`src/rtl/mht_pkg.sv`:
```
`timescale 1ns / 1ps
// ----------------------------------------------------------------------------
// mht_pkg: shared constants for the multi-turn heading tracker
// Port field widths and default sizing of the internal sample, heading and
// turn-count datapaths.
// ----------------------------------------------------------------------------
package mht_pkg;

    // Fixed widths of the item fields on the ports
    localparam int RAW_HEADING_W = 16;
    localparam int HEADING_W     = 32;
    localparam int TURNS_W       = 16;

    // Default internal sizing
    localparam int SAMPLE_BITS_DEF  = 16;
    localparam int HEADING_BITS_DEF = 32;
    localparam int TURN_BITS_DEF    = 16;

endpackage

```
`src/rtl/mht_if.sv`:
```
`timescale 1ns / 1ps
// ----------------------------------------------------------------------------
// mht_if: item channels of the multi-turn heading tracker
// Valid/ready channels for the yaw sample input and the heading result.
// ----------------------------------------------------------------------------
interface mht_in_if;
    logic                                       valid;
    logic                                       ready;
    logic signed [mht_pkg::RAW_HEADING_W-1:0]   raw_heading;

    modport source (output valid, output raw_heading, input ready);
    modport sink   (input valid, input raw_heading, output ready);
endinterface

interface mht_out_if;
    logic                                   valid;
    logic                                   ready;
    logic signed [mht_pkg::HEADING_W-1:0]   heading;
    logic signed [mht_pkg::TURNS_W-1:0]     turns;
    logic                                   wrapped;

    modport source (output valid, output heading, output turns, output wrapped,
                    input ready);
    modport sink   (input valid, input heading, input turns, input wrapped,
                    output ready);
endinterface

```
`src/rtl/mht_update.sv`:
```
`timescale 1ns / 1ps
// ----------------------------------------------------------------------------
// mht_update: one-sample heading update
// Detects a wrap between the previous and new sample, moves the turn count
// and produces the next accumulated heading.
// ----------------------------------------------------------------------------
module mht_update #(
    parameter int SAMPLE_BITS  = 16,
    parameter int HEADING_BITS = 32,
    parameter int TURN_BITS    = 16
) (
    input  logic signed [SAMPLE_BITS-1:0]  i_raw,
    input  logic signed [SAMPLE_BITS-1:0]  i_prev,
    input  logic signed [TURN_BITS-1:0]    i_turns,
    input  logic signed [HEADING_BITS-1:0] i_acc,
    output logic signed [TURN_BITS-1:0]    o_turns,
    output logic signed [HEADING_BITS-1:0] o_acc,
    output logic                           o_wrapped
);
    localparam logic [SAMPLE_BITS:0] HALF_TURN = (SAMPLE_BITS+1)'(1) << (SAMPLE_BITS - 2);

    logic signed [SAMPLE_BITS:0]   delta;      // raw - prev, exact
    logic        [SAMPLE_BITS:0]   mag;
    logic                          raw_pos;
    logic signed [TURN_BITS-1:0]   moved_turns;
    logic signed [HEADING_BITS-1:0] wrap_heading;
    logic signed [HEADING_BITS-1:0] step_heading;

    // exact sample difference and its magnitude
    assign delta = (SAMPLE_BITS+1)'(i_raw) - (SAMPLE_BITS+1)'(i_prev);
    assign mag   = delta[SAMPLE_BITS] ? (SAMPLE_BITS+1)'(-delta) : delta;

    assign o_wrapped = (mag > HALF_TURN);
    assign raw_pos   = !i_raw[SAMPLE_BITS-1] && (i_raw != '0);

    // on a wrap the count moves down on a positive sample, up otherwise; else hold
    assign moved_turns = raw_pos ? i_turns - TURN_BITS'(1) : i_turns + TURN_BITS'(1);
    assign o_turns     = o_wrapped ? moved_turns : i_turns;

    // after a wrap the heading is full_turn * count + raw (also covers count zero)
    assign wrap_heading = (HEADING_BITS'(moved_turns) << (SAMPLE_BITS - 1))
                        + HEADING_BITS'(i_raw);
    assign step_heading = i_acc + HEADING_BITS'(delta);

    assign o_acc = o_wrapped ? wrap_heading : step_heading;

endmodule

```
`src/rtl/multiturn_heading_tracker_unit.sv`:
```
`timescale 1ns / 1ps
// ----------------------------------------------------------------------------
// multiturn_heading_tracker_unit: multi-turn yaw unwrapper
// Path: the sample is held in the input register on accept, then the update
//   result enters the state/result register once that register is free or drains.
// Throughput: one item per cycle while the result is taken; the turn count
//   and heading update is combinational, so consecutive samples chain through the state.
// Reset: synchronous, active low; clears both stage valids, the previous
//   sample, the turn count and the accumulated heading.
// ----------------------------------------------------------------------------
module multiturn_heading_tracker_unit #(
    parameter int SAMPLE_BITS  = mht_pkg::SAMPLE_BITS_DEF,
    parameter int HEADING_BITS = mht_pkg::HEADING_BITS_DEF,
    parameter int TURN_BITS    = mht_pkg::TURN_BITS_DEF
) (
    input  logic        i_clk,
    input  logic        i_rst_n,
    mht_in_if.sink      i_in,
    mht_out_if.source   o_out
);
    import mht_pkg::*;

    // input stage
    logic                           r_in_valid;
    logic signed [SAMPLE_BITS-1:0]  r_raw;

    // state, which doubles as the result register
    logic                           r_out_valid;
    logic signed [SAMPLE_BITS-1:0]  r_prev;
    logic signed [TURN_BITS-1:0]    r_turns;
    logic signed [HEADING_BITS-1:0] r_acc;
    logic                           r_wrapped;

    logic                           n_out_valid;
    logic signed [TURN_BITS-1:0]    n_turns;
    logic signed [HEADING_BITS-1:0] n_acc;
    logic                           n_wrapped;

    logic                           advance;
    logic                           take_in;

    // move the input stage on when the result register is free or drains
    assign advance  = !r_out_valid || o_out.ready;
    assign i_in.ready = !r_in_valid || advance;
    assign take_in  = i_in.valid && i_in.ready;

    // hold the incoming sample, low SAMPLE_BITS bits of the field
    always_ff @(posedge i_clk) begin
        if (!i_rst_n) begin
            r_in_valid <= 1'b0;
        end else if (i_in.ready) begin
            r_in_valid <= i_in.valid;
        end
        if (take_in) begin
            r_raw <= SAMPLE_BITS'($unsigned(i_in.raw_heading));
        end
    end

    mht_update #(
        .SAMPLE_BITS  (SAMPLE_BITS),
        .HEADING_BITS (HEADING_BITS),
        .TURN_BITS    (TURN_BITS)
    ) u_update (
        .i_raw     (r_raw),
        .i_prev    (r_prev),
        .i_turns   (r_turns),
        .i_acc     (r_acc),
        .o_turns   (n_turns),
        .o_acc     (n_acc),
        .o_wrapped (n_wrapped)
    );

    assign n_out_valid = r_in_valid || (r_out_valid && !o_out.ready);

    // advance state and result on each processed item
    always_ff @(posedge i_clk) begin
        if (!i_rst_n) begin
            r_out_valid <= 1'b0;
            r_prev      <= '0;
            r_turns     <= '0;
            r_acc       <= '0;
            r_wrapped   <= 1'b0;
        end else begin
            if (advance) begin
                r_out_valid <= n_out_valid;
            end
            if (advance && r_in_valid) begin
                r_prev    <= r_raw;
                r_turns   <= n_turns;
                r_acc     <= n_acc;
                r_wrapped <= n_wrapped;
            end
        end
    end

    // drive the result item
    assign o_out.valid   = r_out_valid;
    assign o_out.heading = HEADING_W'(r_acc);
    assign o_out.turns   = TURNS_W'(r_turns);
    assign o_out.wrapped = r_wrapped;

endmodule

```
`src/flat_wrapper.sv`:
```
// flat-port wrapper written by rule: the top's interface ports become plain ports
module multiturn_heading_tracker_unit_flat import mht_pkg::*;
#(
    parameter int SAMPLE_BITS  = mht_pkg::SAMPLE_BITS_DEF,
    parameter int HEADING_BITS = mht_pkg::HEADING_BITS_DEF,
    parameter int TURN_BITS    = mht_pkg::TURN_BITS_DEF
)
  (i_clk, i_rst_n, i_in_valid, i_in_raw_heading, i_in_ready, o_out_valid, o_out_heading, o_out_turns, o_out_wrapped, o_out_ready);
  mht_in_if i_in_i ();
  mht_out_if o_out_i ();
  input  logic i_clk;
  input  logic i_rst_n;
  input wire logic [$bits(i_in_i.valid)-1:0] i_in_valid;
  input wire logic [$bits(i_in_i.raw_heading)-1:0] i_in_raw_heading;
  output wire logic [$bits(i_in_i.ready)-1:0] i_in_ready;
  output wire logic [$bits(o_out_i.valid)-1:0] o_out_valid;
  output wire logic [$bits(o_out_i.heading)-1:0] o_out_heading;
  output wire logic [$bits(o_out_i.turns)-1:0] o_out_turns;
  output wire logic [$bits(o_out_i.wrapped)-1:0] o_out_wrapped;
  input wire logic [$bits(o_out_i.ready)-1:0] o_out_ready;
  assign i_in_i.valid = i_in_valid;
  assign i_in_i.raw_heading = i_in_raw_heading;
  assign i_in_ready = i_in_i.ready;
  assign o_out_valid = o_out_i.valid;
  assign o_out_heading = o_out_i.heading;
  assign o_out_turns = o_out_i.turns;
  assign o_out_wrapped = o_out_i.wrapped;
  assign o_out_i.ready = o_out_ready;
  multiturn_heading_tracker_unit #(.SAMPLE_BITS(SAMPLE_BITS), .HEADING_BITS(HEADING_BITS), .TURN_BITS(TURN_BITS)) u_core (.i_clk(i_clk), .i_rst_n(i_rst_n), .i_in(i_in_i), .o_out(o_out_i));
endmodule
```
`config.mk`:
```
export PLATFORM = sky130hd
export DESIGN_NAME = multiturn_heading_tracker_unit_flat
export DESIGN_NICKNAME = d
export VERILOG_FILES = /design/src/rtl/mht_pkg.sv /design/src/rtl/mht_if.sv /design/src/rtl/mht_update.sv /design/src/rtl/multiturn_heading_tracker_unit.sv /design/src/flat_wrapper.sv
export SDC_FILE = /design/constraint.sdc
export NUM_CORES = 1
export LEC_CHECK = 0
export ABC_CLOCK_PERIOD_IN_PS = 5700
export BUFFER_PORTS_ARGS = -buffer_cell sky130_fd_sc_hd__buf_2
export CELL_PAD_IN_SITES_DETAIL_PLACEMENT = 1
export CELL_PAD_IN_SITES_GLOBAL_PLACEMENT = 1
export CORE_UTILIZATION = 40
export DETAILED_ROUTE_END_ITERATION = 8
export PLACE_DENSITY = 0.74
export SLEW_MARGIN = 20
export SYNTH_ARGS = -nofsm -noshare
export SYNTH_HDL_FRONTEND = slang
export SYNTH_SLANG_ARGS = --single-unit
```
`constraint.sdc`:
```
create_clock -name i_clk -period 5.7 [get_ports i_clk]
set_input_delay 0.57 -clock i_clk [delete_from_list [all_inputs] [get_ports i_clk]]
set_output_delay 0.57 -clock i_clk [all_outputs]
set_load 0.01 [all_outputs]
```
# After elaboration in Yosys (flattened, before gate mapping)
# Index checks and enable logic that the tools add are counted.
# word_totals
register_bits	83
input_bits	20
out_inout_bits	51
wordCells	30
# classes
n_addsub	6
order_cmp	1
n_mux	3
n_reduce_logical	13
# op_table
operator	n
adder 31 x 16 -> 32 bit	1
adder 32 x 17 -> 32 bit	1
2-to-1 mux 32 bit	1
greater-than comparator 17 x 15 -> 1 bit, second input constant	1
2-to-1 mux 17 bit	1
negator 17 bit	1
subtractor 16 x 16 -> 17 bit	1
adder 16 x 2 -> 16 bit, second input constant	1
2-to-1 mux 16 bit	1
nonzero test 16 bit	1
subtractor 16 x 2 -> 16 bit, second input constant	1
logical AND 1 bit	4
logical NOT 1 bit	4
logical OR 1 bit	3
AND reduction 2 bit	1

# Longest topological paths before layout
# logic_depth
word_depth	5
ltp_mapped	22

# Hierarchy
# From an unflattened synthesis, not the netlist that was laid out.
# hier_totals
cells_unflattened	916
area_unflattened_um2	7828.8
# by_module_without_submodules
module	instances	cells_each	area_each_um2	seq_area_each_um2
mht_update	1	609	4649.5	0.0
multiturn_heading_tracker_unit	1	307	3179.3	1821.7

# Worst setup path before layout
# No wires, ideal clock.
# synth_timing
path_type	register to register
start	register u_core.r_raw[15]
end	register u_core.r_acc[30], in the netlist u_core.o_out.heading[30]
arrival_time_ns	4.895
t_required_ns	5.621
slack_ns	0.726
path_stages_with_launch	20
path_buffers	0
synth_period_minus_slack_ns	4.974
cell_sequence	edfxtp_1 a41oi_1 ha_1 a21o_1 a21oi_1 o21bai_1 a21o_1 a21oi_1 o21bai_1 xor2_1 ha_1 nand3_1 nand2_1 a41o_1 o41ai_1 o21ai_0 o21ai_0 nand2b_1 xnor2_1 a211oi_2
# synth_via
elab_chain_cells	5
elab_cells_between_ends	11
# synth_lines
item	line	source
start: declaration	multiturn_heading_tracker_unit.sv:25	logic signed [SAMPLE_BITS-1:0] r_raw;
start signal: assignment	multiturn_heading_tracker_unit.sv:55	r_raw <= SAMPLE_BITS'($unsigned(i_in.raw_heading));
nonzero test 16 bit / logical NOT 1 bit (equally long branches)	mht_update.sv:34	assign raw_pos = !i_raw[SAMPLE_BITS-1] && (i_raw != '0);
logical AND 1 bit (*)	mht_update.sv:34	
2-to-1 mux 16 bit (*)	mht_update.sv:37	assign moved_turns = raw_pos ? i_turns - TURN_BITS'(1) : i_turns + TURN_BITS'(1);
via u_core.u_update.moved_turns[8]	mht_update.sv:25	logic signed [TURN_BITS-1:0] moved_turns;
adder 31 x 16 -> 32 bit (*)	mht_update.sv:42	+ HEADING_BITS'(i_raw);
2-to-1 mux 32 bit (*)	mht_update.sv:45	assign o_acc = o_wrapped ? wrap_heading : step_heading;
end signal: assignment	multiturn_heading_tracker_unit.sv:90	r_acc <= n_acc;
end: declaration	multiturn_heading_tracker_unit.sv:31	logic signed [HEADING_BITS-1:0] r_acc;
# The timed path passes the listed nets; every way through them passes the cells marked *.
# A chain may end at the register's enable or synchronous reset.

# Worst setup path in the final report
# layout_timing
start	register u_core.r_raw[0]
end	register u_core.r_acc[31], in the netlist u_core.o_out.heading[31]
# layout_via
elab_chain_cells	5
elab_cells_between_ends	10
# layout_lines
item	line
subtractor 16 x 16 -> 17 bit / nonzero test 16 bit (equally long branches)	mht_update.sv:30, mht_update.sv:34
negator 17 bit / logical AND 1 bit (equally long branches)	mht_update.sv:31, mht_update.sv:34
2-to-1 mux 17 bit / 2-to-1 mux 16 bit (equally long branches)	mht_update.sv:31, mht_update.sv:37
greater-than comparator 17 x 15 -> 1 bit / adder 31 x 16 -> 32 bit (equally long branches)	mht_update.sv:33, mht_update.sv:42
2-to-1 mux 32 bit (*)	mht_update.sv:45
# Every way passes the cells marked *; elsewhere a longest branch is shown, timed or not.

==> key figures <==
Outcome
  – Outcome: complete, no violations

STA
  – Total Neg Setup Slack: 0 ns
  – Fin crit period: 5.38 ns
  – Max Slew Vio Count: 0
  – Fin. Hold Viols: 0
  – Clock Skews: 0.0105 ns
  – Worst Slack Setup Final: 0.324 ns
  – RSZ-0062 raised after global routing: false
  – Max-slew headroom: 0.331
  – Slew of the pin with the lowest slew margin: 1.00 ns
  – Endpoints failing setup: 0
  – Fmax: 186 MHz
  – Period Utilization, post-route: 0.943

Logic synthesis
  – Syn Nets: 1044
  – Cell count after synthesis: 940
  – Top FF cell, synth: dfxtp_1
  – Area of the mapped netlist: 7630 um^2
  – Post-synth cell types: 79
  – Asr flop ratio synth: 0
  – Yosys reg bits: 83
  – Sequential share of the synthesized area: 0.239
  – Area leader, netlist: dfxtp_1
  – Synth area leaders: dfxtp_1, ha_1, a21oi_1, edfxtp_1, mux2i_1
  – Synth top area share: 0.176
  – Ys Warns: 0
  – Post-synth EDFFs: 16
  – Avg Cell Area, Syn: 8.12 um^2

Cells and area
  – Share of cells above drive strength 1: 0.133
  – Sequential cell area: 1820 um^2
  – FILL cells: 2308
  – Area Overhead vs Synth: 12.1%
  – N_diodes: 0
  – Nets: 1106
  – Area of the multi-input gates: 5470 um^2

Worst setup path
  – Crit-path slowest cell: or4b_1
  – Critical Path RT: 5.97 ns
  – Setup crit start kind: register
  – Crit Reg-Reg Startpoint: u_core.r_raw[0]$_DFFE_PP_
  – Crit path launch: u_core.r_raw[0]$_DFFE_PP_
  – Critical Setup Path Class: reg2reg
  – Biggest cell delay along the critical path: 0.47 ns
  – Worst-path cell chain: inv_1 > ha_1 > inv_1 > fa_1 > a211oi_2 > o21ai_1 > and3_1 > o21a_1 > o311ai_4 > ha_1 > a31oi_1 > a21oi_1 > a211o_1 > o311ai_0 > buf_4 > a21oi_1 > o211a_1 > a211oi_1 > or4b_1 > a31oi_1
  – CP Data Arrival Time: 5.65 ns
  – Terminus of the critical flop-to-flop path: u_core.o_out.heading[31]$_SDFFE_PN0P_
  – Worst reg-to-reg setup slack: 0.32 ns
  – CP Max Fanout: 7
  – Cell count of the worst reg-to-reg path: 20
  – Setup crit end kind: register

Global route
  – First-pass GRT wire length: 36200 um
  – Largest net degree at the start of global routing: 64
  – Number of global-route vias before repair: 7267
  – GRT Total Usage: 0.231
  – Initial antenna violation count: 0
  – Grt total ovfl: 0

Detailed routing
  – Routed wire length: 22100 um
  – Wire length per cell: 17.8 um
  – Final ANT Viol Nets: 0
  – Vias: 7147
  – Vias per cell: 5.76
  – DRT Pass-1 Iters: 5
  – Iteration-0 DRC Markers: 275
  – DR DRC count: 0

Run
  – Max-cap violations: 0

Power
  – Gate power share: 0.471
  – Worst vdd ir: 0.156 mV
  – Internal Power: 0.00153 W
  – Clock power share: 0.255
  – Switching Fraction: 0.398
  – Reg power frac: 0.275
  – LEAKAGE: 3.86 nW
  – Pwr/cell area: 297 nW/um^2
  – Switching power: 0.00101 W

Placement
  – Worst slack, placed: 0.226 ns
  – Post-DP HPWL: 16500 um
  – Port Buffers: 70
  – Gpl congestion: 0.855

Worst hold path
  – Hold Path End: u_core.r_raw[3]$_DFFE_PP_
  – HP Class: in2reg
  – Hold Path Depth: 1
  – Hold_sp: i_in_raw_heading[3]

Clock network
  – Clock tree root buffer cell: clkbuf_16
  – CTS clk-pin slew, worst paths: 0.07 ns
  – Total CTS buffers: 9
  – Hold Buf Count CTS: 0
  – Setup Buffers After CTS: 0
  – CTS Buffer Depth: 2
  – H-tree levels: 3
  – Sink Count: 83
  – Skew-Pair Late Insertion Delay: 0.36 ns
  – CTS tree: yes

Die
  – Row count: 50
  – Initial Util: 0.408
  – Die Wd: 140 um
  – Chip Height: 140 um
  – Die area: 19600 um^2
  – Core area: 18700 um^2
  – I/O Pins: 71
## Yosys cell counts (8+ instances only)
master,count
a211oi_1,13
a21o_1,28
a21oi_1,96
a31oi_1,13
and2_1,12
and3_1,14
clkbuf_1,21
dfxtp_1,67
edfxtp_1,16
ha_1,80
inv_1,50
mux2i_1,40
nand2_1,103
nand2b_1,9
nand3_1,20
nand4_1,11
nor2_1,39
nor2b_1,12
nor3_1,26
o211ai_1,8
o21ai_0,69
o21bai_1,12
xnor2_1,34
xor2_1,23
## repair_timing
| action | 4_1_cts | 5_1_grt |
|---|---|---|
| hold endpoints to repair | 0 | 0 |
| gates resized for setup | 0 | 4 |
| setup endpoints to repair | 0 | 1 |
## area by class of cell
cell class,instances,area share
Multi-Input combinational cell,771,0.640
Sequential cell,83,0.213
Timing Repair Buffer,84,0.0537
Tap cell,234,0.0342
Clock buffer,10,0.0268
Inverter,53,0.0233
Clock inverter,6,0.00951
## how the worst max path moves through the flow
stage | to | cells past startpoint
2_1_floorplan | u_core.o_out.heading[30]$_SDFFE_PN0P_ | 19
3_3_place_gp | u_core.o_out.heading[31]$_SDFFE_PN0P_ | 20
3_5_place_dp | u_core.o_out.heading[31]$_SDFFE_PN0P_ | 20
4_1_cts | u_core.o_out.heading[31]$_SDFFE_PN0P_ | 20
5_1_grt | u_core.o_out.heading[31]$_SDFFE_PN0P_ | 20
6_report | u_core.o_out.heading[31]$_SDFFE_PN0P_ | 20
## cells by family after synthesis
kind of cell,count (synthesis),share of synthesized area
AND/OR/NAND/NOR,276,0.179
multiplexers,41,0.0540
adder cells (fa/ha/maj),84,0.142
XOR/XNOR,59,0.0697
buffers and inverters,86,0.0490
AO/OA/AOI/OAI,311,0.268
flip-flops,83,0.239
## layer usage
layer / part of all wire / routed length [um] / track usage / vias up
met3: 0.028 / 625 / 0.0397 / 17
met2: 0.51 / 11300 / 0.429 / 72
met5: 0 / 0 / 0 / -
met1: 0.45 / 10000 / 0.275 / 3457
li1: - / - / - / 3601
met4: 0.0090 / 198 / 0.0503 / 0
## sequential cells by signal (all words and copies together) (netlist names)
name,flops
u_core.o_out.valid,1
u_core.r_in_valid,1
u_core.r_prev,16
u_core.o_out.wrapped,1
u_core.o_out.heading,32
u_core.o_out.turns,16
u_core.r_raw,16
## power by group through the flow
| stage | Sequential [W] | Clock (W) | Combinational [W] |
|---|---|---|---|
| 2_1_floorplan | 0.000714 | 0 | 0.000906 |
| 3_3_place_gp | 0.000711 | 0 | 0.00116 |
| 3_5_place_dp | 0.000712 | 0 | 0.00119 |
| 4_1_cts | 0.000699 | 0.000665 | 0.00120 |
| 5_1_grt | 0.000704 | 0.000682 | 0.00134 |
| 6_report | 0.000699 | 0.000648 | 0.00120 |
## per-stage QoR
step / std cells / util / power, W / hold slack [ns] / cell area (um^2)
final: 1241 / 0.457 / 0.00254 / 0.381 / 8550
after global routing: 1241 / 0.457 / 0.00272 / 0.370 / 8550
after CTS: 1241 / 0.456 / 0.00256 / 0.374 / 8530
after detailed placement: 1225 / 0.439 / 0.00190 / 0.447 / 8220
after global placement: 1225 / 0.439 / 0.00187 / 0.443 / 8220
after floorplan: 940 / - / 0.00162 / 0.436 / 7630
## worst max-delay path, delay by kind of cell, from the launching register on
kind / cells / cell delay [ns]
AND/OR/NAND/NOR: 2 / 0.73
adder cells (fa/ha/maj): 3 / 0.99
AO/OA/AOI/OAI: 12 / 2.80
buffers and inverters: 3 / 0.33
flip-flops: 1 / 0.43
## cell usage in the layout, fill, tap and decap left out, drive strengths merged, types with 28 or more instances in the layout
master,count
o21ai,75
ha,80
inv,53
a21oi,97
dfxtp,67
a21o,28
mux2i,40
nand2,103
nor2,41
buf,84
xnor2,36
No activity file was read; power rests on OpenSTA's default activity.
